<file path="config.mk">
export PLATFORM = sky130hd
export DESIGN_NAME = bbr_ctrl
export DESIGN_NICKNAME = d
export VERILOG_FILES = /design/src/hw/rtl/bbr_pkg.sv /design/src/hw/rtl/bbr_ctrl.sv
export SDC_FILE = /design/constraint.sdc
export NUM_CORES = 1
export LEC_CHECK = 0
export ABC_AREA = 0
export BUFFER_PORTS_ARGS = -buffer_cell sky130_fd_sc_hd__buf_4
export CAP_MARGIN = 20
export CORE_AREA = 5 5 42 44
export DETAILED_ROUTE_END_ITERATION = 8
export DIE_AREA = 0 0 47 49
export PLACE_DENSITY = 0.66
export SYNTH_ARGS = -nofsm -noshare
export SYNTH_HDL_FRONTEND = slang
export SYNTH_SLANG_ARGS = --single-unit
</file>
<file path="constraint.sdc">
create_clock -name clk -period 1.73 [get_ports clk]
set_clock_uncertainty 0.05 [all_clocks]
set_input_delay 0.4325 -clock clk [delete_from_list [all_inputs] [get_ports clk]]
set_output_delay 0.4325 -clock clk [all_outputs]
set_load 0.005 [all_outputs]
</file>
<file path="src/hw/rtl/bbr_pkg.sv">
// shared types, constants and the reciprocal table for the box blur block
// no dependencies
package bbr_pkg;

	localparam int MAX_WIDTH  = 2048;
	localparam int MAX_HEIGHT = 2048;
	localparam int MAX_HALF   = 7;
	localparam int RING_ROWS  = 2 * MAX_HALF + 1;
	localparam int COL_W      = $clog2(MAX_WIDTH);
	localparam int ROW_W      = $clog2(MAX_HEIGHT);
	localparam int SLOT_W     = $clog2(RING_ROWS);
	localparam int ADDR_W     = SLOT_W + COL_W;
	localparam int ACC_W      = 16;
	localparam int RECIP_W    = 25;
	localparam int RECIP_SH   = 24;

	// register byte-address indexes (paddr[3:2])
	localparam logic [1:0] REG_HALF   = 2'd0;
	localparam logic [1:0] REG_WIDTH  = 2'd1;
	localparam logic [1:0] REG_HEIGHT = 2'd2;

	typedef struct packed {
		logic [7:0] channel_0;
		logic [7:0] channel_1;
		logic [7:0] channel_2;
	} pix_t;

	typedef struct packed {
		logic [10:0] out_row;
		logic [10:0] out_col;
		logic [7:0]  out_channel_0;
		logic [7:0]  out_channel_1;
		logic [7:0]  out_channel_2;
		logic        last_of_run;
	} res_t;

	typedef struct packed {
		logic [2:0]  h;
		logic [11:0] w;
		logic [11:0] ht;
	} cfg_t;

	typedef struct packed {
		logic       accept;
		logic       load_border;
		logic       sum_start;
		logic       div_en;
		logic [1:0] div_sel;
		logic       load_blur;
	} dp_cmd_t;

	typedef struct packed {
		logic border;
		logic blur;
		logic sum_done;
		logic out_full;
	} dp_stat_t;

	// ceil(2^24 / area) for each radius; exact for every window sum
	function automatic logic [RECIP_W-1:0] recip(input logic [2:0] h);
		logic [RECIP_W-1:0] m;
		case (h)
			3'd0:    m = 25'd16777216;
			3'd1:    m = 25'd1864136;
			3'd2:    m = 25'd671089;
			3'd3:    m = 25'd342393;
			3'd4:    m = 25'd207127;
			3'd5:    m = 25'd138655;
			3'd6:    m = 25'd99274;
			default: m = 25'd74566;
		endcase
		return m;
	endfunction

endpackage

</file>
<file path="src/hw/rtl/bbr_ctrl.sv">
// sequencer for one pixel: accept, border copy, window sum, divide, blurred result
// depends on bbr_pkg
module bbr_ctrl (
	input  logic              clk,
	input  logic              arst_n,
	input  logic              pix_valid,
	output logic              pix_stall,
	input  bbr_pkg::dp_stat_t stat,
	output bbr_pkg::dp_cmd_t  cmd
);
	import bbr_pkg::*;

	typedef enum logic [6:0] {
		ST_IDLE   = 7'b0000001,
		ST_DECIDE = 7'b0000010,
		ST_SUM    = 7'b0000100,
		ST_DIV0   = 7'b0001000,
		ST_DIV1   = 7'b0010000,
		ST_DIV2   = 7'b0100000,
		ST_BLUR   = 7'b1000000
	} state_t;

	state_t state_q, state_n;

	always_comb begin
		state_n = state_q;
		cmd     = '0;
		unique case (state_q)
			ST_IDLE: begin
				if (pix_valid) begin
					cmd.accept = 1'b1;
					state_n    = ST_DECIDE;
				end
			end
			ST_DECIDE: begin
				if (stat.border) begin
					if (!stat.out_full) begin
						cmd.load_border = 1'b1;
						cmd.sum_start   = stat.blur;
						state_n         = stat.blur ? ST_SUM : ST_IDLE;
					end
				end else if (stat.blur) begin
					cmd.sum_start = 1'b1;
					state_n       = ST_SUM;
				end else begin
					state_n = ST_IDLE;
				end
			end
			ST_SUM: begin
				if (stat.sum_done)
					state_n = ST_DIV0;
			end
			ST_DIV0: begin
				cmd.div_en  = 1'b1;
				cmd.div_sel = 2'd0;
				state_n     = ST_DIV1;
			end
			ST_DIV1: begin
				cmd.div_en  = 1'b1;
				cmd.div_sel = 2'd1;
				state_n     = ST_DIV2;
			end
			ST_DIV2: begin
				cmd.div_en  = 1'b1;
				cmd.div_sel = 2'd2;
				state_n     = ST_BLUR;
			end
			ST_BLUR: begin
				if (!stat.out_full) begin
					cmd.load_blur = 1'b1;
					state_n       = ST_IDLE;
				end
			end
			default: state_n = ST_IDLE;
		endcase
	end

	always_ff @(posedge clk or negedge arst_n) begin
		if (!arst_n)
			state_q <= ST_IDLE;
		else
			state_q <= state_n;
	end

	assign pix_stall = (state_q != ST_IDLE);

endmodule

</file>
== Word-level counts from Yosys, hierarchy flattened ==
Index checks and enable logic that the tools add are counted.
Storage, ports and cells
  register bits: 7
  input port bits: 7
  output and inout bits: 8
Cells by class
  equal/unequal tests: 12
  reduce and logical (&&, ||, !) cells: 1
  mux-type cells: 17
Operators with widths (number)
  $pmux W7 S7: 1
  $mux W7: 5
  $pmux W3 S3: 1
  $eq A7 B1 Y1 const B: 1
  $eq A7 B2 Y1 const B: 1
  $eq A7 B3 Y1 const B: 1
  $eq A7 B4 Y1 const B: 1
  $eq A7 B5 Y1 const B: 1
  $eq A7 B6 Y1 const B: 1
  $eq A7 B7 Y1 const B: 1
  $mux W1: 7
  $ne A7 B1 Y1 const B: 1
  $ne A2 B2 Y1 const B: 3
  $mux W2: 2
  $reduce_and A4 Y1: 1
  $mux W3: 1
  $ne A3 B3 Y1 const B: 1

== Logic depth before layout (Yosys ltp) ==
  depth after elaboration: 4
  gate-level depth with buffers: 5
  gate-level depth less buffers: 4

== Worst setup path before layout ==
OpenSTA, ideal clock, no wires.
  path type: reg-to-output
  start: register state_q[3]
  end: output cmd[4] in the netlist's numbering
  cell stages (with the launch flop): 4
  setup slack: 99 ps
  data arrival time: 1149 ps
  path buffers: 0
  path through: dfrtp_1 -> nor3_4 -> and2_4 -> and4_4
RTL lines
  start, declared: line bbr_ctrl.sv:23  | state_t state_q, state_n;
  start signal, assigned: line bbr_ctrl.sv:82  | state_q <= state_n;
  end, declared: line bbr_ctrl.sv:9  | output bbr_pkg::dp_cmd_t cmd

==> metrics.txt <==
Comb pwr share 62.8%; total power 1.06 mW; Largest register FFs 7; Routed Antenna Nets 0; Max VDD drop 0.844 mV; final setup fails 8; first-pass GRT wire length 2750 µm; drt wl/cell 14.9 µm; min Tclk post-route 1860 ps; DRT iter0 DRCs 4; Final Wtd Congestion 0.820; wirelength, routed 1570 µm; Post-Layout Cell Count 105; Die Y 49 µm; Synth area leader dfrtp_1; Arrival @ worst endpoint 1380 ps; worst setup margin -129 ps; Sw Ratio 36.9%; Cell Pwr Density 1200 mW/mm²; number of I/O pins 15; Top Registers state_q x7; Nets 97; largest reg by FF count state_q; DRC 0; number of global-route vias before repair 653; Pre-antenna DRT Iters 6; CP max FO 4; most frequent cells in the layout buf_4 (25), nor2_1 (6), dfrtp_1 (6), buf_6 (4); num rows 14; Setup crit start kind register; Seq/Total Area, Yosys 31.8%; Placeable Area 0.00140 mm²; Die Wd 47 µm; area of the multi-input gates 400 µm²; critical path capture point type output pin; die area 0.00230 mm²; number of flops mapped to enable cells by yosys 0; ys async rst share 100%; Mapped Nets 64; Ant. Diodes 0; post-synthesis instance area 554 µm²; Final Core Density 62.6%; top-area cell type share of the netlist area 27.1%; layout cell share with drive strength beyond 1 55.1%; FF/Latch Area 176 µm²; Hold Crit Class in2reg; Clock Path Buffers 2; failing checks setup timing; largest net degree at the start of global routing 8; GRT overflow 0; Max-Cap Viols 0; Syn. warnings 0; clock-pin slew of the registers on the worst-case setup and hold paths 60 ps; PortBufs 14; Least-Margin Pin Slew 381 ps; # fillers 127; vias per inst 5.35; Psw 0.389 mW; clock share of power 14.5%; sequential share of power 22.8%; crit path kind reg2out; GRT Total Usage 16.2%; final worst-path cycle share 107%; Rel. slew slack 74.2%; WP data required 1250 ps; Yosys reg bits 7; Pins Over Slew Limit 0; clock root buffer clkbuf_4; RSZ-0062 raised after global routing yes; Post-Syn Instances 57; largest cells by area after synthesis dfrtp_1 (27%), nor3_4 (5.9%), dfstp_2 (4.7%); Fin Setup TNS -816 ps; Hold Vio Cnt, Final 0; Max Clock Freq 538 MHz; initial antenna violation count 0; starting density of the core 39.6%; Area Overhead vs Synth 58.2%; Num CTS Buffers 3; Placed Instances 95; Synth Flop Type dfrtp_1; post-DP HPWL 1100 µm; clk sinks 7; vias 562; CTS tree yes; cell-internal power 0.666 mW; commonest non-fill, non-tap cell in the layout buf_4; H-tree Lvls 1; Hold Slack 325 ps; run status finished, violations left; Yosys cell types 35; syn avg cell area 9.72 µm²; Clock Latency Late Sink 250 ps; Leak Pwr 0.414 nW
## final timing paths
path | from | to | slack [ps] | cells past startpoint
setup / recovery | state_q[1]$_DFFE_PN0P_ | cmd[1] | -130 | 4
hold / removal | stat[1] | state_q[2]$_DFFE_PN0P_ | 330 | 2
setup reg to reg | state_q[0]$_DFFE_PN1P_ | state_q[0]$_DFFE_PN1P_ | 60 | 5
hold reg to reg | state_q[3]$_DFFE_PN0P_ | state_q[5]$_DFFE_PN0P_ | 630 | 2
max in group asynchronous | arst_n | state_q[0]$_DFFE_PN1P_ | 930 | 2
min in group asynchronous | arst_n | state_q[6]$_DFFE_PN0P_ | 490 | 2
## what timing repair did
action / 4_1_cts / 5_1_grt
endpoints found under the setup margin: 8 / 8
hold buffers: 1 / 0
endpoints found under the hold margin: 6 / 0
cloned: 0 / 0
buffers inserted: 5 / 0
pin swaps: 6 / 2
gates resized for setup: 8 / 7
## metrics by stage
stage                     instance area, µm²  worst slack (ps)
after floorplan                          554              98.9
after global placement                   732              88.6
after detailed placement                 732              33.8
after CTS                                843              -146
after global routing                     877              -257
final                                    877              -129
## worst max-delay path, stage by stage, from the launching register on
cell and delay (ps):
dfrtp_1 400, nor3_4 250, nand2b_4 100, nor4b_2 220, buf_4 150
## final cells by class
type / count / area share [%]
sequential: 7 / 20.1
timing repair buffer: 30 / 27.7
clock buffer: 4 / 3.00
tap: 16 / 2.28
inverter: 3 / 1.28
multi-input combinational: 45 / 45.6
## power groups by stage
| stage | Sequential (mW) | Combinational (mW) | Clock (mW) |
|---|---|---|---|
| 2_1_floorplan | 0.233 | 0.340 | 0 |
| 3_3_place_gp | 0.261 | 0.454 | 0 |
| 3_5_place_dp | 0.260 | 0.465 | 0 |
| 4_1_cts | 0.238 | 0.602 | 0.162 |
| 5_1_grt | 0.245 | 0.716 | 0.165 |
| 6_report | 0.240 | 0.663 | 0.153 |
## synth_stat cells (2+ instances only)
| cell type | number |
|---|---|
| buf_6 | 2 |
| nor2_1 | 7 |
| dfrtp_1 | 6 |
| nor4b_1 | 2 |
| a21oi_1 | 2 |
| nor2b_1 | 3 |
| inv_1 | 3 |
| nand2_1 | 3 |
| nand3_1 | 2 |
| nor3_4 | 2 |
## layer usage
layer | vias up | GRT usage, % | routed length, µm
met5 | - | 0 | 0
met1 | 260 | 19.1 | 609
met3 | 4 | 4.06 | 90
li1 | 276 | - | -
met2 | 22 | 27.1 | 839
met4 | 0 | 5.53 | 31
## cell families (layout without fill, tap and decap cells)
logic type | count (synthesis) | in the layout | synth area share (%)
AO/OA/AOI/OAI | 11 | 11 | 14.4
AND/OR/NAND/NOR | 31 | 31 | 42.2
flip-flops | 7 | 7 | 31.8
multiplexers | 2 | 2 | 3.84
XOR/XNOR | 1 | 1 | 1.58
buffers and inverters | 5 | 37 | 6.09
(Power assumes the default switching activity.)
